[src/sv/smae_pkg.sv]
// shared types and constants for the square matrix arithmetic engine
package smae_pkg;

  localparam int ROW_W = 3;
  localparam int DIM_W = 4;
  localparam int VAL_W = 32;
  localparam int RES_W = 64;
  localparam int IN_TDATA_W = 40;
  localparam int OUT_TDATA_W = 72;
  localparam int REQ_W = 2;
  localparam int MODE_W = 2;
  localparam int CFG_IDX_W = 2;

  localparam logic [MODE_W-1:0] MODE_MATMUL = 2'd0;
  localparam logic [MODE_W-1:0] MODE_MATVEC = 2'd1;
  localparam logic [MODE_W-1:0] MODE_SCALE = 2'd2;
  localparam logic [MODE_W-1:0] MODE_ADD = 2'd3;

  localparam logic [REQ_W-1:0] REQ_LOAD_A = 2'd0;
  localparam logic [REQ_W-1:0] REQ_LOAD_B = 2'd1;
  localparam logic [REQ_W-1:0] REQ_START = 2'd2;

  localparam logic [CFG_IDX_W-1:0] CFG_OP_MODE = 2'd0;
  localparam logic [CFG_IDX_W-1:0] CFG_DIM = 2'd1;
  localparam logic [CFG_IDX_W-1:0] CFG_SCALE = 2'd2;

  localparam logic [DIM_W-1:0] DIM_RESET = 4'd8;
  localparam logic [VAL_W-1:0] SCALE_RESET = 32'd1;

  typedef struct packed {
    logic valid;
    logic first;
    logic done;
    logic last;
    logic [ROW_W-1:0] row;
    logic [ROW_W-1:0] col;
  } term_tag_t;

endpackage

[src/sv/smae_store.sv]
// one matrix store with a write port and a registered read port
module smae_store #(
  parameter int DEPTH = 64
) (
  input  logic                    clk,
  input  logic                    wr_en,
  input  logic [((DEPTH > 1) ? $clog2(DEPTH) : 1)-1:0] wr_addr,
  input  logic [smae_pkg::VAL_W-1:0] wr_data,
  input  logic                    rd_en,
  input  logic [((DEPTH > 1) ? $clog2(DEPTH) : 1)-1:0] rd_addr,
  output logic [smae_pkg::VAL_W-1:0] rd_data
);
  import smae_pkg::*;

  logic [VAL_W-1:0] mem [DEPTH];

  always_ff @(posedge clk) begin
    if (wr_en) begin
      mem[wr_addr] <= wr_data;
    end
  end

  always_ff @(posedge clk) begin
    if (rd_en) begin
      rd_data <= mem[rd_addr];
    end
  end

endmodule

[config.mk]
export PLATFORM = sky130hd
export DESIGN_NAME = smae_store
export DESIGN_NICKNAME = d
export VERILOG_FILES = /design/src/sv/smae_pkg.sv /design/src/sv/smae_store.sv
export SDC_FILE = /design/constraint.sdc
export NUM_CORES = 2
export LEC_CHECK = 0
export BUFFER_PORTS_ARGS = -buffer_cell sky130_fd_sc_hd__buf_2
export CORE_ASPECT_RATIO = 0.5
export CORE_UTILIZATION = 28
export DETAILED_ROUTE_END_ITERATION = 7
export GPL_TIMING_DRIVEN = 0
export HOLD_SLACK_MARGIN = 0.02
export PLACE_DENSITY = 0.48
export SLEW_MARGIN = 40
export SYNTH_ARGS = -nofsm -noshare
export SYNTH_HDL_FRONTEND = slang
export SYNTH_SLANG_ARGS = --single-unit
[constraint.sdc]
create_clock -name clk -period 5.15 [get_ports clk]
set_input_delay 0 -clock clk [delete_from_list [all_inputs] [get_ports clk]]
set_output_delay 0 -clock clk [all_outputs]
set_load 0.02 [all_outputs]
Word-level counts from Yosys, hierarchy flattened
Memories as Yosys holds them, arrays and structs flattened. A register that Yosys moved wholly into a read port is not among the register bits. Index checks and enable logic that the tools add are counted.

Add/subtract/negate cells: 0. Multipliers: 0. Div/mod/pow operators: 0. Magnitude comparators: 0. Eq/ne operators: 0. Shift operators: 0. Mux-type cells: 2. Bitwise gates (word level): 0. Reductions and logical operators: 0.

Operator list (number): 1-bit 2-to-1 mux (2).

Register bits: 0. Bits in latches: 0. RAM bits: 2048. ROM bits: 0. Output and inout bits: 32. Word-level logic and storage cells: 3. Memories kept: 1.

Memory list: mem (depth 64, bits a word 32, read ports 1, clocked after memory_dff 1, write ports 1, RTL line smae_store.sv:15) `logic [VAL_W-1:0] mem [DEPTH];`.

Longest topological paths before layout
Depth after elaboration: 2. Depth in mapped cells: 10. Gate-level depth less buffers: 5.

Worst setup path after synthesis
No wires, ideal clock.

Path kind: input -> register. Start point: in wr_addr[3] (netlist name). End point: mem mem[48][0] (enable). Arrival time: 2.699 ns. Required time: 4.689 ns. Setup slack: 1.990 ns. Stages: 4. Buffers on the path: 1. Cells stage by stage: clkbuf_1 -> nor2b_1 -> nand4b_1 -> nor3_1.

RTL lines: start, declared (RTL line smae_store.sv:7) `input logic [((DEPTH > 1) ? $clog2(DEPTH) : 1)-1:0] wr_addr,`; end, declared (RTL line smae_store.sv:15).

No word-level cell before the write port.

==> key figures <==
Floorplanning
  • # rows: between 100 and 150
  • Full die area: between 200000 and 300000 um2
  • Chip Width: about 750 um
  • I/O pin total: 79
  • Core footprint: between 200000 and 300000 um2
  • Die H: 377 um
  • Initial Util: around 28%

Critical path
  • Worst path max stage delay: between 0.6 and 0.7 ns
  • Arrival @ worst endpoint: 3.90 ns
  • Kind of critical path: input pin to register
  • Critical path's slowest cell: clkbuf_1
  • Peak fanout along the critical path: 10
  • Startpoint Class: input pin
  • Critical Path Most Common Cell: buf_2
  • CP required: ~5.7 ns
  • Crit-path cells: buf_2 -> buf_2 -> buf_2 -> nand2_1 -> clkbuf_1 -> o22ai_1 -> nor2_1 -> a21oi_1 -> nor2_1
  • CP endpoint kind: register

Job
  • Max-cap viol count: 0

Clocking
  • Num CTS Buffers: a little over 200
  • CTS Buffer Depth: 3
  • Htree depth: 4
  • CTS Sinks: roughly 2100
  • Root Buffer: clkbuf_16
  • Post-CTS resize count: 0
  • Clock Pin Slew Worst Setup and Hold Paths: approximately 0.070 ns
  • CTS tree: done
  • Worst-Skew Late Latency: ~0.84 ns

Global route
  • Total grt overflow: 0
  • Pin count of the biggest net entering global routing: 65
  • Total GRT Usage: around 18%
  • Initial antenna violation count: 19
  • Number of global-route vias before repair: ~39000
  • First-pass GRT wire length: 348000 um

Pwr
  • Leakage: between 20 and 30 nW
  • Pwr dens: approximately 370 nW/um2
  • VDD IR max: between 0.0003 and 0.0004 V

Timing
  • Relative slew slack: 40.8%
  • Min setup slack post-route: ~1.8 ns
  • Setup violators final: 0
  • Setup_tns: 0 ns
  • Clock Skew: between 0.03 and 0.04 ns
  • Final Hold Viols: 0
  • FMAX: about 300 MHz
  • RSZ-0062 raised after global routing: no
  • Least-Margin Pin Slew: a little under 0.9 ns
  • Final worst-path cycle share: about two thirds
  • Hold_ws: 0.0330 ns
  • Max-slew violation count: 0
  • Crit path time final: ~3.4 ns

Logic synthesis
  • Cells after Synth: roughly 3300
  • Sequential share of the synthesized area: 79.2%
  • Post-synthesis cell type count: 33
  • Syn nets: 3371
  • Synth Register Bits: ~2100
  • Synthesized area per cell: around 24 um2
  • Mapped Area: roughly 79000 um2
  • Warnings from Yosys: 0

Layout
  • Most common cell after layout, fill and taps aside: edfxtp_1
  • Layout cell share with drive strength beyond 1: roughly a third
  • Fillcell total: 25800
  • Nets: 3902
  • Storage element area: about 62000 um2
  • Multi-input gate area: 16000 um2
  • Cell area after layout: between 90000 and 100000 um2
  • Post-layout util: between 30% and 40%
  • Most frequent cells in the layout: 2080 x edfxtp_1, 544 x mux4_2, 206 x clkbuf_16
  • Area growth syn-to-layout: 21.8%

Drt
  • Met1 WL: 107000 um
  • DR vias: around 40000
  • Vias per cell: a little over 5
  • Residual DRC: 0
  • DRT iter0 DRCs: 5849
  • DR top layer: met5
  • Detailed Route WL: around 260000 um
  • Post-route ant nets: 0
  • Drt wl/cell: approximately 34 um
  • DR WL met2: 125000 um
  • TritonRoute pass-1 iters: 5
  • DR WL met3: 20800 um

Placement
  • Placed instance area: 89100 um2
  • Routability Congestion: about 0.84
  • Pre-CTS setup slack: ~1.1 ns
  • # port buffers: 70
  • Dpl hpwl: around 180000 um

Outcome
  • Status: finished clean

Min path
  • Hold WC Path Type: input pin to register
## sequential cells by signal (all words and copies together), names as in the netlist
| signal | count |
|---|---|
| rd_data | 32 |
| mem | 2048 |
## Yosys cell counts
master	n	area [um2]
mux2i_1	93	931
and2_1	2	12.5
nor3_1	7	35.0
nand3_1	5	25.0
nand2_1	26	97.6
nand2b_1	8	50.1
or3b_2	3	26.3
a31oi_1	1	6.26
or3b_1	2	17.5
or2_1	1	6.26
or2_2	1	6.26
o32ai_1	4	35.0
a22oi_1	12	90.1
nor2b_1	15	93.8
buf_1	21	78.8
a21oi_1	62	310
or2_0	1	6.26
o22ai_1	84	526
buf_6	5	56.3
mux4_2	544	12300
edfxtp_1	2080	62500
buf_2	57	285
clkbuf_1	74	278
nand4_1	2	12.5
and3_1	4	25.0
buf_4	25	188
nand4b_1	1	8.76
nor2_1	137	514
nand3b_1	5	37.5
a311oi_1	8	70.1
a41o_1	4	40.0
or3_1	3	18.8
o221ai_1	27	236
## area by class of cell
class / count / area share [%]
Multi-Input combinational cell: 1062 / 16.7
Timing Repair Buffer: 327 / 5.68
Clock buffer: 255 / 5.56
Antenna cell: 3 / 0.00782
Buffer: 182 / 0.993
Sequential cell: 2080 / 65.1
Tap cell: 3753 / 4.89
Clock inverter: 110 / 1.15
## stage by stage
| step | total power, mW | cells |
|---|---|---|
| floorplan | 20.1 | 3324 |
| global placement | 21.2 | 7147 |
| detailed placement | 21.3 | 7362 |
| CTS | 35.9 | 7764 |
| global route | 36.6 | 7769 |
| finish | 35.7 | 7772 |
## critical path: cells and delay by family
kind	cells	cell delay, ns
and+or+nand+nor	3	1.74
buffers and inverters	4	1.59
AOI/OAI and AO/OA	2	0.53
## kinds of logic (layout without fill, tap and decap cells)
family                 Yosys count  after routing  share of synthesized area (%)
other                            0              3                              0
multiplexers                   637            637                           16.7
AND/OR/NAND/NOR                223            223                           1.26
buffers and inverters          182            874                           1.12
flip-flops                    2080           2080                           79.2
AO/OA/AOI/OAI                  202            202                           1.67
## what timing repair did
action,CTS,global route
hold buffers,37,0
setup buffers,0,0
endpoints found under the hold margin,2090,0
## routing by layer
metal,GRT usage [%],up-vias
met5,0,-
met4,5.99,4
met3,3.12,374
met2,30.1,2007
met1,24.4,21900
li1,-,15400
## where the power goes
group          switching, mW  total, mW  internal [mW]
registers             0.0292       18.8           18.8
logic                   1.46       2.16          0.700
clock network           6.36       14.8           8.39
## worst paths after layout
check | start | to | slack [ns] | depth (start not counted)
max | rd_addr[1] | rd_data[15]$_DFFE_PP_ | 1.78 | 9
min | wr_en | mem[63][30]$_DFFE_PP_ | 0.03 | 3
max reg2reg | mem[19][15]$_DFFE_PP_ | rd_data[15]$_DFFE_PP_ | 2.31 | 4
min reg2reg | mem[43][30]$_DFFE_PP_ | rd_data[30]$_DFFE_PP_ | 1.17 | 5
(Power assumes the default switching activity.)
