**config.mk**
```make
export PLATFORM = sky130hd
export DESIGN_NAME = smae_mac
export DESIGN_NICKNAME = d
export VERILOG_FILES = /design/src/sv/smae_pkg.sv /design/src/sv/smae_mac.sv
export SDC_FILE = /design/constraint.sdc
export NUM_CORES = 2
export LEC_CHECK = 0
export ABC_AREA = 1
export BUFFER_PORTS_ARGS = -buffer_cell sky130_fd_sc_hd__buf_2
export CORE_MARGIN = 1
export CORE_UTILIZATION = 29
export DETAILED_ROUTE_END_ITERATION = 8
export PLACE_DENSITY = 0.53
export SYNTH_ARGS = -nofsm -noshare
export SYNTH_HDL_FRONTEND = slang
export SYNTH_SLANG_ARGS = --single-unit
```
**constraint.sdc**
```tcl
create_clock -name clk -period 7.1 [get_ports clk]
set_input_delay 0.355 -clock clk [delete_from_list [all_inputs] [get_ports clk]]
set_output_delay 0.355 -clock clk [all_outputs]
set_load 0.05 [all_outputs]
```
**src/sv/smae_pkg.sv**
```systemverilog
// shared types and constants for the square matrix arithmetic engine
package smae_pkg;

  localparam int ROW_W = 3;
  localparam int DIM_W = 4;
  localparam int VAL_W = 32;
  localparam int RES_W = 64;
  localparam int IN_TDATA_W = 40;
  localparam int OUT_TDATA_W = 72;
  localparam int REQ_W = 2;
  localparam int MODE_W = 2;
  localparam int CFG_IDX_W = 2;

  localparam logic [MODE_W-1:0] MODE_MATMUL = 2'd0;
  localparam logic [MODE_W-1:0] MODE_MATVEC = 2'd1;
  localparam logic [MODE_W-1:0] MODE_SCALE = 2'd2;
  localparam logic [MODE_W-1:0] MODE_ADD = 2'd3;

  localparam logic [REQ_W-1:0] REQ_LOAD_A = 2'd0;
  localparam logic [REQ_W-1:0] REQ_LOAD_B = 2'd1;
  localparam logic [REQ_W-1:0] REQ_START = 2'd2;

  localparam logic [CFG_IDX_W-1:0] CFG_OP_MODE = 2'd0;
  localparam logic [CFG_IDX_W-1:0] CFG_DIM = 2'd1;
  localparam logic [CFG_IDX_W-1:0] CFG_SCALE = 2'd2;

  localparam logic [DIM_W-1:0] DIM_RESET = 4'd8;
  localparam logic [VAL_W-1:0] SCALE_RESET = 32'd1;

  typedef struct packed {
    logic valid;
    logic first;
    logic done;
    logic last;
    logic [ROW_W-1:0] row;
    logic [ROW_W-1:0] col;
  } term_tag_t;

endpackage

```
**src/sv/smae_mac.sv**
```systemverilog
// shared multiply or add unit with accumulator and output register
module smae_mac (
  input  logic                      clk,
  input  logic                      rst,
  input  logic                      en,
  input  logic [smae_pkg::MODE_W-1:0] op_mode,
  input  logic [smae_pkg::VAL_W-1:0]  scale,
  input  smae_pkg::term_tag_t       tag,
  input  logic [smae_pkg::VAL_W-1:0]  a_data,
  input  logic [smae_pkg::VAL_W-1:0]  b_data,
  input  logic                      out_ready,
  output logic                      out_valid,
  output logic [smae_pkg::OUT_TDATA_W-1:0] out_data,
  output logic                      out_last
);
  import smae_pkg::*;

  logic signed [VAL_W-1:0] a_s, b_s;
  logic signed [RES_W-1:0] p_next, prod, acc, acc_next, res;
  term_tag_t tag2;
  logic [ROW_W-1:0] res_row, res_col;

  assign a_s = signed'(a_data);
  assign b_s = (op_mode == MODE_SCALE) ? signed'(scale) : signed'(b_data);

  always_comb begin
    if (op_mode == MODE_ADD) begin
      p_next = RES_W'(a_s) + RES_W'(b_s);
    end else begin
      p_next = RES_W'(a_s) * RES_W'(b_s);
    end
  end

  assign acc_next = tag2.first ? prod : acc + prod;

  always_ff @(posedge clk) begin
    if (rst) begin
      tag2 <= '0;
      out_valid <= 1'b0;
    end else begin
      if (en) begin
        tag2 <= tag;
      end
      if (en && tag2.valid && tag2.done) begin
        out_valid <= 1'b1;
      end else if (out_ready) begin
        out_valid <= 1'b0;
      end
    end
  end

  always_ff @(posedge clk) begin
    if (en) begin
      prod <= p_next;
      if (tag2.valid) begin
        acc <= acc_next;
        if (tag2.done) begin
          res <= acc_next;
          res_row <= tag2.row;
          res_col <= tag2.col;
          out_last <= tag2.last;
        end
      end
    end
  end

  assign out_data = {(OUT_TDATA_W - RES_W - 2 * ROW_W)'(0), res_col, res_row, res};

endmodule
```
# After elaboration in Yosys (flattened, before gate mapping)

Cells that the tools add are included.

Register bits after elaboration: 210
Word-level logic and storage cells: 28

Equality and inequality tests: 2
Muxes and demuxes: 5
Reductions and logical operators: 5
Add/sub/neg operators: 2
Multipliers: 1

Operators with widths:

| cell                 | count |
|---|---|
| $mux W64             | 2 |
| $add A64 B64 Y64     | 1 |
| $mul A32 B32 Y64     | 1 |
| $add A32 B32 Y33     | 1 |
| $mux W32             | 1 |
| $eq A2 B2 Y1 const B | 2 |
| $reduce_and A3 Y1    | 1 |
| $logic_and A1 B1 Y1  | 2 |
| $mux W1              | 2 |
| $reduce_and A2 Y1    | 1 |
| $reduce_bool A2 Y1   | 1 |

# Logic depth before layout (Yosys ltp)

Word-level depth: 4
Gate-level depth with buffers: 39
Depth with buffers taken out: 37

# Worst setup path after synthesis

No wires, ideal clock.

Path type: in2reg
Start point: input port op_mode[0] in the netlist's numbering
End point: register prod[52] (data pin)
Arrival: 7.472 ns
Setup time: 0.254 ns
Path slack: -0.626 ns
Cell stages on the path: 34
Path through: inv_1 > nand2_2 > inv_2 > buf_2 > or2_2 > o21ai_2 > buf_2 > nor2_1 > fa_1 > inv_1 > fa_1 > inv_1 > fa_1 > fa_1 > inv_1 > fa_1 > inv_1 > fa_1 > inv_1 > fa_1 > inv_1 > fa_1 > ha_1 > nand2_1 > nor2_1 > inv_1 > nor2_1 > nand2_1 > nor3_1 > nand2_1 > nand3_1 > nand2_1 > nand3_1 > nand2_1

Longest elaborated chain between the ends: 4
Elaborated cells on any way between the ends: 6
Classes of those cells: add/sub (1); mul (1); eq/ne (2); mux (2)

Ends and longest elaborated chain:

| element                                              | RTL line                       | text |
|---|---|---|
| from (decl)                                          | smae_mac.sv:6                  | `input logic [smae_pkg::MODE_W-1:0] op_mode,` |
| $eq A2 B2 Y1                                         | smae_mac.sv:24                 | `assign b_s = (op_mode == MODE_SCALE) ? signed'(scale) : signed'(b_data);` |
| $mux W32                                             | smae_mac.sv:24                 |  |
| $mul A32 B32 Y64 or $add A32 B32 Y33 (tied branches) | smae_mac.sv:30, smae_mac.sv:28 |  |
| $mux W64 *                                           | smae_mac.sv:27                 | `if (op_mode == MODE_ADD) begin` |
| via p_next[52]                                       | smae_mac.sv:19                 | `logic signed [RES_W-1:0] p_next, prod, acc, acc_next, res;` |
| to (signal assigned)                                 | smae_mac.sv:54                 | `prod <= p_next;` |
| to (decl)                                            | smae_mac.sv:19                 |  |

The timed path passes the listed nets; every way through them passes the cells marked *.
A chain may end at the register's enable or synchronous reset.

# Worst setup path in the final report

Start point: input port op_mode[0] in the netlist's numbering
End point: register prod[45] (data pin)

The elaborated chain is that of the path after synthesis.

==> metrics.txt <==
outcome=finished with violations; failing checks=negative setup slack; Final setup viols=32; Die X-Extent=~430 um; share of Yosys cell area claimed by the top area cell type=0.417; main combinational cell family by area after synthesis=adder cells; RSZ-0062 raised after global routing=true; Routed Antenna Nets=0; mux cell area share after synthesis=0; Max clock buf depth=3; clock root buffer=clkbuf_16; Post-Synth Simple-Gate Area=0.219; drt via density=~4.8; minimum clock period=between 7 and 8 ns; crit path kind=in -> reg; Residual DRC=0; period utilisation layout=1.03; mapped cell area=around 0.052 sq mm; Yosys reg bits=210; XOR/XNOR Fraction of Synth Area=0.00488; Sinks on Clock Net=between 200 and 250; CTS tree=yes; CP most frequent cell=fa_1; Slew headroom=0.308; DPL Wire Length=189000 um; top cells by area, synth=fa_1 (42%), nand2_1 (12%), edfxtp_1 (11%); CTS buffer count=24; area of the multi-input gates=0.0420 sq mm; Layout Cells excl Fill=just under 10000; clk_lat worst skew=0.55 ns; Detailed Routing Iterations Pass 1=6; Critical Path Source Type=input port; Most used DFF post-synth=edfxtp_1; global-route wire length before repair=roughly 320000 um; class of the worst hold path=in -> reg; nets=just under 9000; worst-path maximum fanout=7; Final WS setup=-0.229 ns; vias in the first global route=approximately 50000; post-synthesis compound-gate area fraction=0.0472; Routed WL=between 200000 and 250000 um; via total after detailed routing=roughly 47000; Filler Cell Count=~19000; Reg area=0.00620 sq mm; mean area per synthesized cell=about 7.9 sq um; share of cells above drive strength 1=0.229; Clock Skew=about 0.023 ns; post-synthesis adder-cell area fraction=0.484; antenna violations before repair=2; Clock Pin Slew Worst Setup and Hold Paths=0.06 ns; CP Data Arrival Time=7.59 ns; H-tree depth=1; DRT iter0 DRCs=about 3700; Top-Level Pins=approximately 190; number of flops mapped to enable cells by yosys=about 200; cell taking the most area after synthesis=fa_1; final max-slew violation count=0; row cnt=roughly 160; GP Congestion=~0.99; post-DR wirelength/cell=around 23 um; cts hold-fix bufs=0; final hold viol count=0; count of different cell masters after synthesis=46; Initial Util=0.292; Yosys warnings=0; cell total after placement=9658; Core Footprint=0.178 sq mm; Mapped Cells=6599; worst slew pin tran=between 1 and 1.5 ns; Die Span Y=~430 um; MaxCap Viol Count=0; Worst Setup End Kind=register; highest clock rate=~0.14 GHz; slowest CP cell=fa_2; GRT Resource Usage Total=0.243; Remaining Overflow, GRT=0; fraction of registers with async set/reset=0; Area Overhead vs Synth=27.8%; die area=approximately 0.18 sq mm; Largest stage delay, worst path=around 0.62 ns; port buffer count=about 180; largest net degree at the start of global routing=66; sequential area share after synthesis=0.119; Worst EP required=7.36 ns
==> sequential cells by signal, summed over array words and instances, names as in the netlist <==
name       count
acc           64
prod          64
res           64
tag2          10
res_col        3
res_row        3
out_last       1
out_valid      1
==> critical path: cells and delay by family <==
kind	cells	cell delay [ns]
compound gates	1	0.06
fa+ha+maj	9	4.68
buf+inv	10	1.01
simple gates	12	1.43
==> layout make-up <==
cell class / count / share of cell area
flip-flops and latches: 210 / 0.0932
repair inverters: 1 / 0.000244
inverters: 1517 / 0.0870
well taps: 2355 / 0.0443
multi-input cells: 4675 / 0.631
clock inverters: 17 / 0.00310
repair buffers: 993 / 0.132
clock buffers: 27 / 0.00952
diodes: 2 / 0.0000752
==> cells in the final DEF, fill, tap and decap left out, drive strengths merged <==
cell      netlist  layout
a211oi          1       1
a21boi          7       7
a21o            5       5
a21oi         217     217
a31oi           5       5
and2            1       1
and3            3       3
buf            77     991
bufinv          0       3
clkbuf        121      29
clkinv         15      21
clkinvlp        0       4
conb            1       2
dfxtp          11      11
diode           0       2
edfxtp        199     199
fa           1084    1084
ha            280     280
inv          1502    1507
nand2        1633    1633
nand3         252     252
nand3b         14      14
nand4          46      46
nor2          803     803
nor3           33      33
nor3b           2       2
nor4            4       4
o21a            3       3
o21ai         172     172
o21bai         34      34
o31ai           3       3
or2            42      42
xnor2          14      14
xor2           15      15
==> metrics by stage <==
| step | instance area [sq um] | setup WS, ns | hold WS (ns) | util | TNS, ns |
|---|---|---|---|---|---|
| floorplan | 52300 | -0.274 | 0.409 | - | -3.39 |
| global placement | 61900 | -1.50 | 0.410 | 0.347 | -57.01 |
| detailed placement | 61900 | -1.53 | 0.415 | 0.347 | -58.71 |
| CTS | 64800 | -0.198 | 0.0479 | 0.363 | -1.87 |
| global route | 66500 | -0.447 | 0.0641 | 0.373 | -11.97 |
| finish | 66500 | -0.229 | 0.0700 | 0.373 | -3.01 |
==> layer usage <==
metal,vias to the layer above,track usage,part of all wire
met5,-,0,0
met4,0,0.106,0.057
met3,398,0.0279,0.062
met2,1693,0.407,0.47
met1,23800,0.314,0.41
li1,21200,-,-
==> Yosys cell counts (7+ instances only) <==
library cell	count
nand2_1	1621
inv_1	1480
fa_1	1084
nor2_1	799
ha_1	280
nand3_1	247
a21oi_1	216
edfxtp_1	199
o21ai_0	136
clkbuf_1	121
buf_2	64
nand4_1	46
or2_2	37
o21bai_1	34
nor3_1	29
inv_2	22
o21ai_2	21
clkinv_1	15
o21ai_1	15
xor2_1	15
nand3b_1	14
xnor2_1	14
nand2_2	12
dfxtp_1	11
a21boi_0	7
==> worst paths after layout <==
| check | endpoint | slack (ns) | from | depth (start not counted) |
|---|---|---|---|---|
| setup / recovery | prod[45]$_DFFE_PP_ | -0.23 | op_mode[0] | 32 |
| hold / removal | tag2[2]$_SDFFE_PP0P_ | 0.07 | tag[2] | 3 |
| setup reg to reg | res[53]$_DFFE_PP_ | 4.12 | prod[20]$_DFFE_PP_ | 11 |
| hold reg to reg | res_row[1]$_DFFE_PP_ | 0.43 | tag2[4]$_SDFFE_PP0P_ | 0 |
==> what timing repair did <==
action | in CTS | in global routing
endpoints found under the setup margin | 51 | 52
buffers inserted | 48 | 41
gates resized for setup | 362 | 432
pin swaps | 114 | 184
gates cloned | 7 | 2
==> kinds of logic after synthesis <==
group | count (synthesis)
xor+xnor | 29
compound gates | 447
simple gates | 2833
other cells | 1
flops | 210
buf+inv | 1715
fa+ha+maj | 1364
Power is not shown: default switching activity piles up to over one toggle a cycle in this logic, so the estimate is an artifact.
