[src/sv/smae_pkg.sv]
// shared types and constants for the square matrix arithmetic engine
package smae_pkg;

  localparam int ROW_W = 3;
  localparam int DIM_W = 4;
  localparam int VAL_W = 32;
  localparam int RES_W = 64;
  localparam int IN_TDATA_W = 40;
  localparam int OUT_TDATA_W = 72;
  localparam int REQ_W = 2;
  localparam int MODE_W = 2;
  localparam int CFG_IDX_W = 2;

  localparam logic [MODE_W-1:0] MODE_MATMUL = 2'd0;
  localparam logic [MODE_W-1:0] MODE_MATVEC = 2'd1;
  localparam logic [MODE_W-1:0] MODE_SCALE = 2'd2;
  localparam logic [MODE_W-1:0] MODE_ADD = 2'd3;

  localparam logic [REQ_W-1:0] REQ_LOAD_A = 2'd0;
  localparam logic [REQ_W-1:0] REQ_LOAD_B = 2'd1;
  localparam logic [REQ_W-1:0] REQ_START = 2'd2;

  localparam logic [CFG_IDX_W-1:0] CFG_OP_MODE = 2'd0;
  localparam logic [CFG_IDX_W-1:0] CFG_DIM = 2'd1;
  localparam logic [CFG_IDX_W-1:0] CFG_SCALE = 2'd2;

  localparam logic [DIM_W-1:0] DIM_RESET = 4'd8;
  localparam logic [VAL_W-1:0] SCALE_RESET = 32'd1;

  typedef struct packed {
    logic valid;
    logic first;
    logic done;
    logic last;
    logic [ROW_W-1:0] row;
    logic [ROW_W-1:0] col;
  } term_tag_t;

endpackage

[src/sv/smae_seq.sv]
// sequencer that walks rows, columns and product terms of a run
module smae_seq #(
  parameter int MAX_DIM = 8
) (
  input  logic                  clk,
  input  logic                  rst,
  input  logic                  start,
  input  logic                  en,
  input  logic                  final_taken,
  input  logic [smae_pkg::MODE_W-1:0] op_mode,
  input  logic [smae_pkg::DIM_W-1:0]  n,
  output logic                  idle,
  output logic [((MAX_DIM * MAX_DIM > 1) ? $clog2(MAX_DIM * MAX_DIM) : 1)-1:0] a_addr,
  output logic [((MAX_DIM * MAX_DIM > 1) ? $clog2(MAX_DIM * MAX_DIM) : 1)-1:0] b_addr,
  output smae_pkg::term_tag_t   tag
);
  import smae_pkg::*;

  localparam int AW = (MAX_DIM * MAX_DIM > 1) ? $clog2(MAX_DIM * MAX_DIM) : 1;
  localparam logic [1:0] ST_IDLE = 2'd0;
  localparam logic [1:0] ST_RUN = 2'd1;
  localparam logic [1:0] ST_DRAIN = 2'd2;

  logic [1:0] state;
  logic [ROW_W-1:0] i, k, j;
  logic dot_mode;
  logic [DIM_W-1:0] nterms, ncols;
  logic term_end, col_end, row_end, issue;
  logic [ROW_W-1:0] a_col, b_row, b_col;
  term_tag_t tag_next;

  assign idle = (state == ST_IDLE);
  assign issue = (state == ST_RUN) && en;
  assign dot_mode = (op_mode == MODE_MATMUL) || (op_mode == MODE_MATVEC);
  assign nterms = dot_mode ? n : DIM_W'(1);
  assign ncols = (op_mode == MODE_MATVEC) ? DIM_W'(1) : n;
  assign term_end = (DIM_W'(j) + DIM_W'(1)) == nterms;
  assign col_end = (DIM_W'(k) + DIM_W'(1)) == ncols;
  assign row_end = (DIM_W'(i) + DIM_W'(1)) == n;

  assign a_col = dot_mode ? j : k;
  always_comb begin
    unique case (op_mode)
      MODE_MATMUL: begin
        b_row = j;
        b_col = k;
      end
      MODE_MATVEC: begin
        b_row = '0;
        b_col = j;
      end
      default: begin
        b_row = i;
        b_col = k;
      end
    endcase
  end

  assign a_addr = AW'(int'(i) * MAX_DIM + int'(a_col));
  assign b_addr = AW'(int'(b_row) * MAX_DIM + int'(b_col));

  always_comb begin
    tag_next.valid = issue;
    tag_next.first = (j == '0);
    tag_next.done = term_end;
    tag_next.last = term_end && col_end && row_end;
    tag_next.row = i;
    tag_next.col = k;
  end

  always_ff @(posedge clk) begin
    if (rst) begin
      state <= ST_IDLE;
      i <= '0;
      k <= '0;
      j <= '0;
      tag <= '0;
    end else begin
      if (en) begin
        tag <= tag_next;
      end
      unique case (state)
        ST_IDLE: begin
          i <= '0;
          k <= '0;
          j <= '0;
          if (start) begin
            state <= ST_RUN;
          end
        end
        ST_RUN: begin
          if (en) begin
            if (!term_end) begin
              j <= j + 1'b1;
            end else begin
              j <= '0;
              if (!col_end) begin
                k <= k + 1'b1;
              end else begin
                k <= '0;
                if (row_end) begin
                  state <= ST_DRAIN;
                end else begin
                  i <= i + 1'b1;
                end
              end
            end
          end
        end
        ST_DRAIN: begin
          if (final_taken) begin
            state <= ST_IDLE;
          end
        end
        default: begin
          state <= ST_IDLE;
        end
      endcase
    end
  end

endmodule

[config.mk]
export PLATFORM = sky130hd
export DESIGN_NAME = smae_seq
export DESIGN_NICKNAME = d
export VERILOG_FILES = /design/src/sv/smae_pkg.sv /design/src/sv/smae_seq.sv
export SDC_FILE = /design/constraint.sdc
export NUM_CORES = 1
export LEC_CHECK = 0
export BUFFER_PORTS_ARGS = -buffer_cell sky130_fd_sc_hd__buf_2
export CORE_ASPECT_RATIO = 1.25
export CORE_MARGIN = 2
export CORE_UTILIZATION = 41
export DETAILED_ROUTE_END_ITERATION = 16
export GPL_TIMING_DRIVEN = 0
export HOLD_SLACK_MARGIN = 0.08
export PLACE_DENSITY = 0.67
export SLEW_MARGIN = 20
export SYNTH_ARGS = -nofsm -noshare
export SYNTH_HDL_FRONTEND = slang
export SYNTH_SLANG_ARGS = --single-unit
export TNS_END_PERCENT = 20
[constraint.sdc]
create_clock -name clk -period 2.5 [get_ports clk]
set_clock_uncertainty 0.2 [all_clocks]
set_input_delay 0.5 -clock clk [delete_from_list [all_inputs] [get_ports clk]]
set_output_delay 0.5 -clock clk [all_outputs]
set_load 0.02 [all_outputs]
=== Word level (Yosys, flattened, before mapping) ===
Cells that the tools add are included.

* Bits in registers: 21
* Bits in latches: 0
* Memory bits (writable): 0
* Bits in read-only memories: 0
* Input port bits: 11
* Output and inout bits: 23
* Word-level logic and storage cells: 67
* Memories: 0

* $add $sub $neg: 8
* Multiply operators: 0
* Div/mod/pow operators: 0
* $lt $le $gt $ge: 0
* Eq/ne operators: 13
* Shift operators: 0
* Muxes and demuxes: 24
* Bitwise operators: 0
* Reductions and logical operators: 12

{| class="wikitable"
|+ Operator list
! cell !! number
|-
| $mux W3 || 11
|-
| $pmux W3 S2 || 4
|-
| $ne A2 B2 Y1 const B || 7
|-
| $add A3 B1 Y4 const B || 3
|-
| $add A6 B3 Y6 || 2
|-
| $eq A4 B4 Y1 || 3
|-
| $mux W2 || 6
|-
| $add A3 B1 Y3 const B || 3
|-
| $mux W4 || 2
|-
| $pmux W2 S3 || 1
|-
| $reduce_and A6 Y1 || 1
|-
| $reduce_and A5 Y1 || 1
|-
| $eq A2 B1 Y1 const B || 2
|-
| $logic_not A2 Y1 || 2
|-
| $logic_and A1 B1 Y1 || 3
|-
| $logic_not A3 Y1 || 1
|-
| $reduce_and A3 Y1 || 1
|-
| $eq A2 B2 Y1 const B || 1
|-
| $reduce_and A2 Y1 || 1
|-
| $reduce_bool A2 Y1 || 1
|-
| $logic_or A1 B1 Y1 || 1
|}

=== Logic depth before layout (Yosys ltp) ===
* Depth in word-level cells: 7
* Depth in mapped cells: 9
* Gate-level depth less buffers: 8

=== Least setup slack after synthesis ===
OpenSTA, ideal clock, no wires.

* Kind: reg2reg
* From: register j[0]
* To: register state[0]
* Library setup time: 0.115 ns
* Arrival time: 2.180 ns
* Data required time: 2.185 ns
* Slack: 0.006 ns
* Cell stages (with the launch flop): 9
* Path buffers: 1
* Period minus slack after synthesis: 2.494 ns
* Cell sequence: dfxtp_1 inv_2 ha_1 xor2_1 or4_1 a311oi_2 buf_4 nand4_1 o21a_1

* Cells in the longest elaborated chain, start to end: 4

{| class="wikitable"
|+ Ends and longest elaborated chain
! item !! line !! RTL
|-
| start: declaration || smae_seq.sv:25 || <nowiki>logic [ROW_W-1:0] i, k, j;</nowiki>
|-
| start signal: assignment || smae_seq.sv:94 || <nowiki>j <= j + 1'b1;</nowiki>
|-
| $add A3 B1 Y4 || smae_seq.sv:37 || <nowiki>assign term_end = (DIM_W'(j) + DIM_W'(1)) == nterms;</nowiki>
|-
| $eq A4 B4 Y1 || smae_seq.sv:37 ||
|-
| $ne A2 B2 Y1 (no line) || n/a ||
|-
| $reduce_and A6 Y1 (no line) || n/a ||
|-
| end signal: assignment || smae_seq.sv:73 || <nowiki>state <= ST_IDLE;</nowiki>
|-
| end signal: assignment || smae_seq.sv:88 || <nowiki>state <= ST_RUN;</nowiki>
|-
| end signal: assignment || smae_seq.sv:102 || <nowiki>state <= ST_DRAIN;</nowiki>
|-
| end: declaration || smae_seq.sv:24 || <nowiki>logic [1:0] state;</nowiki>
|}

Every way passes these cells.
A chain may end at the register's enable or synchronous reset.

=== Worst setup path after layout ===
* From: register j[1]
* To: register k[2]

* Cells in the longest elaborated chain, start to end: 4

{| class="wikitable"
|+ Ends and longest elaborated chain
! item !! line !! RTL
|-
| $add A3 B1 Y4 || smae_seq.sv:37 ||
|-
| $eq A4 B4 Y1 || smae_seq.sv:37 ||
|-
| $ne A2 B2 Y1 (no line) || n/a ||
|-
| $reduce_and A3 Y1 (no line) || n/a ||
|-
| end signal: assignment || smae_seq.sv:98 || <nowiki>k <= k + 1'b1;</nowiki>
|-
| end: declaration || smae_seq.sv:25 ||
|}

Every way passes these cells.

==> flow_metrics.env <==
export IMPL_routed_top_layer="met4"
export IMPL_rsz0062_at_grt="true"
export IMPL_synth_enable_flop_cells=0
export IMPL_ys_seq_elements=21
export IMPL_syn_to_final_growth_pct=23.8
export IMPL_layout_area_seq_um2=429
export IMPL_slew_viol_final=0
export IMPL_totalPowerFinal_uw=701
export IMPL_place_port_buffers=30
export IMPL_period_needed_ps=2480
export IMPL_cts_root_buf="clkbuf_8"
export IMPL_post_route_util_pct=53.0
export IMPL_antenna_left=0
export IMPL_wl_per_cell_um=14.1
export IMPL_die_area_um2=3820
export IMPL_path_delay_family="simple AND/OR/NAND/NOR gates"
export IMPL_yosys_cell_count_top_type="nand2_1"
export IMPL_slowest_delay_ps=420
export IMPL_hold_viol=0
export IMPL_std_cell_rows=23
export IMPL_fin_tns_setup_ps=0
export IMPL_nFillCells=335
export IMPL_syn_num_nets=196
export IMPL_irDropWorstVdd_mv=0.338
export IMPL_worstPathRequired_ps=2500
export IMPL_synth_seq_area_share_pct=30.7
export IMPL_wl_met1_mm=1.57
export IMPL_gp_congestion=0.827
export IMPL_io_pins=34
export IMPL_slowest_stage="or4_1"
export IMPL_multiInputGateArea_um2=872
export IMPL_worst_pin_slew_ps=598
export IMPL_clk_path_buf_depth=2
export IMPL_clkLatencyLatePin_ps=270
export IMPL_ys_flop_type="dfxtp_1"
export IMPL_synth_cell_area_um2=1370
export IMPL_critical_path_arrival_ps=2480
export IMPL_setup_viol=0
export IMPL_viasPerCell=5.44
export IMPL_yosys_warnings=0
export IMPL_clkTransAtPathRegs_ps=80
export IMPL_diodes=0
export IMPL_dp_hpwl_mm=2.54
export IMPL_worstSetupStartpointType="flop"
export IMPL_grt_pass1_vias=1191
export IMPL_grt_usage_pct=19.3
export IMPL_drt_iter0_drc=71
export IMPL_yosysTopAreaCell="dfxtp_1"
export IMPL_setup_slack_ps=20.8
export IMPL_cts_buffers=3
export IMPL_first_pass_iters=5
export IMPL_ff2ff_path_depth=8
export IMPL_yosysUniqueCellTypes=41
export IMPL_status="complete, no violations"
export IMPL_path_buf_inv=1
export IMPL_cts_sinks=21
export IMPL_antenna_found_initial=0
export IMPL_vias=1403
export IMPL_endpoint_kind="flop"
export IMPL_drc_errors=0
export IMPL_critPathKind="flop to flop"
export IMPL_path_cells="inv_4 -> ha_4 -> xor2_1 -> or4_1 -> a311oi_2 -> nand2_1 -> or3_1 -> a31oi_1"
export IMPL_cap_violations=0
export IMPL_routed_wl_mm=3.64
export IMPL_drive_gt1_share_pct=26.2
export IMPL_cp_num_cells=8
export IMPL_leakage_uw=0.000734
export IMPL_hp_class="flop to flop"
export IMPL_grt_pass1_wl_mm=5.77
export IMPL_dr_wl_met3_um=215
export IMPL_slew_headroom_pct=60.1
export IMPL_htree_levels=1
export IMPL_period_share_pct=99.2
export IMPL_holdPathStages=2
export IMPL_grt_max_degree=13
export IMPL_overflow=0
export IMPL_ys_top_cells_by_area="dfxtp_1 (31%), nand2_1 (6.6%), nor2_1 (5.5%), mux2i_1 (4.4%), xnor2_1 (3.8%)"
export IMPL_nets=237
export IMPL_synth_top_area_share_pct=30.7
export IMPL_fmax_mhz=403
export IMPL_cts_tree="built"
export IMPL_place_ws_ps=-273
export IMPL_powerDensity_nw_per_um2=414
export IMPL_core_region_area_um2=3190
export IMPL_die_h_um=68.6
export IMPL_initial_core_util_pct=42.8
export IMPL_syn_area_per_cell_um2=7.56
export IMPL_wl_met2_mm=1.81
export IMPL_yosys_top_cells_count="nand2_1 (24), dfxtp_1 (21), nor2_1 (20)"
export IMPL_syn_inst=181
export IMPL_async_flop_share_pct=0
export IMPL_path_max_fanout=5
export IMPL_hold_slack_ps=270
export IMPL_die_w_um=55.7
layer usage:
metal | up-vias | global-route usage, %
met2 | 57 | 34.8
met5 | - | 0
met1 | 634 | 24.7
li1 | 707 | -
met3 | 5 | 1.68
met4 | 0 | 6.40
kinds of logic (layout without fill, tap and decap cells):
| kind of cell | Yosys count | in the layout | synth area share [%] |
|---|---|---|---|
| XOR/XNOR | 10 | 10 | 6.40 |
| AND/OR/NAND/NOR | 80 | 80 | 28.4 |
| buffers and inverters | 22 | 62 | 7.14 |
| AO/OA/AOI/OAI | 37 | 37 | 18.5 |
| adder cells (fa/ha/maj) | 4 | 4 | 3.66 |
| flip-flops | 21 | 21 | 30.7 |
| multiplexers | 7 | 7 | 5.22 |
final timing paths:
kind | from | slack (ps) | endpoint
setup reg to reg | j[1] | 20 | k[2]
hold reg to reg | tag[7] | 270 | tag[7]
hold / removal | tag[7] | 270 | tag[7]
setup / recovery | j[1] | 20 | k[2]
worst register-to-register path, cell delays in order (launching register included):
cell and delay (ps):
dfxtp_4 390, inv_4 50, ha_4 210, xor2_1 130, or4_1 420, a311oi_2 380, nand2_1 180, or3_1 330
a31oi_1 130
where the power goes:
group	leakage (uW)	internal, uW	switching [uW]	total, uW
combinational	0.000536	49.7	76.0	126
clock	0.0000255	111	121	233
sequential	0.000172	338	4.23	342
total	0.000734	499	201	701
sequential cells by signal, indices dropped and copies added (netlist names):
register,flops
j,3
i,3
k,3
state,2
tag,10
placed cells by master (no fill, tap or decap), types with 4 or more instances in the layout:
| cell type | n |
|---|---|
| mux2i_1 | 6 |
| xnor2_1 | 6 |
| xor2_1 | 4 |
| o21ai_0 | 10 |
| dfxtp_1 | 18 |
| nand4_1 | 4 |
| nand2_1 | 24 |
| nor2_1 | 20 |
| buf_4 | 10 |
| buf_2 | 31 |
| o31ai_1 | 4 |
| nand3_1 | 6 |
| nand2b_1 | 6 |
| inv_1 | 4 |
| a21oi_1 | 8 |
| clkbuf_1 | 10 |
| nor2b_1 | 5 |
cell type report:
cell class	count	area share, %
buffer	15	4.21
clock buffer	3	2.44
clock inverter	1	0.296
inverter	6	1.63
multi-input combinational	138	51.5
sequential	21	25.4
tap	37	2.73
timing repair buffer	37	11.8
what timing repair did:
action	CTS	global route
buffers inserted	4	2
gates cloned	1	0
pin swaps	3	2
hold buffers	0	0
gates resized for setup	7	6
endpoints found under the setup margin	12	12
per-stage QoR:
stage	cell area [um2]	std cells
2_1_floorplan	1370	181
3_3_place_gp	1560	248
3_5_place_dp	1560	248
4_1_cts	1670	256
5_1_grt	1690	258
6_report	1690	258
(Power assumes the default switching activity.)
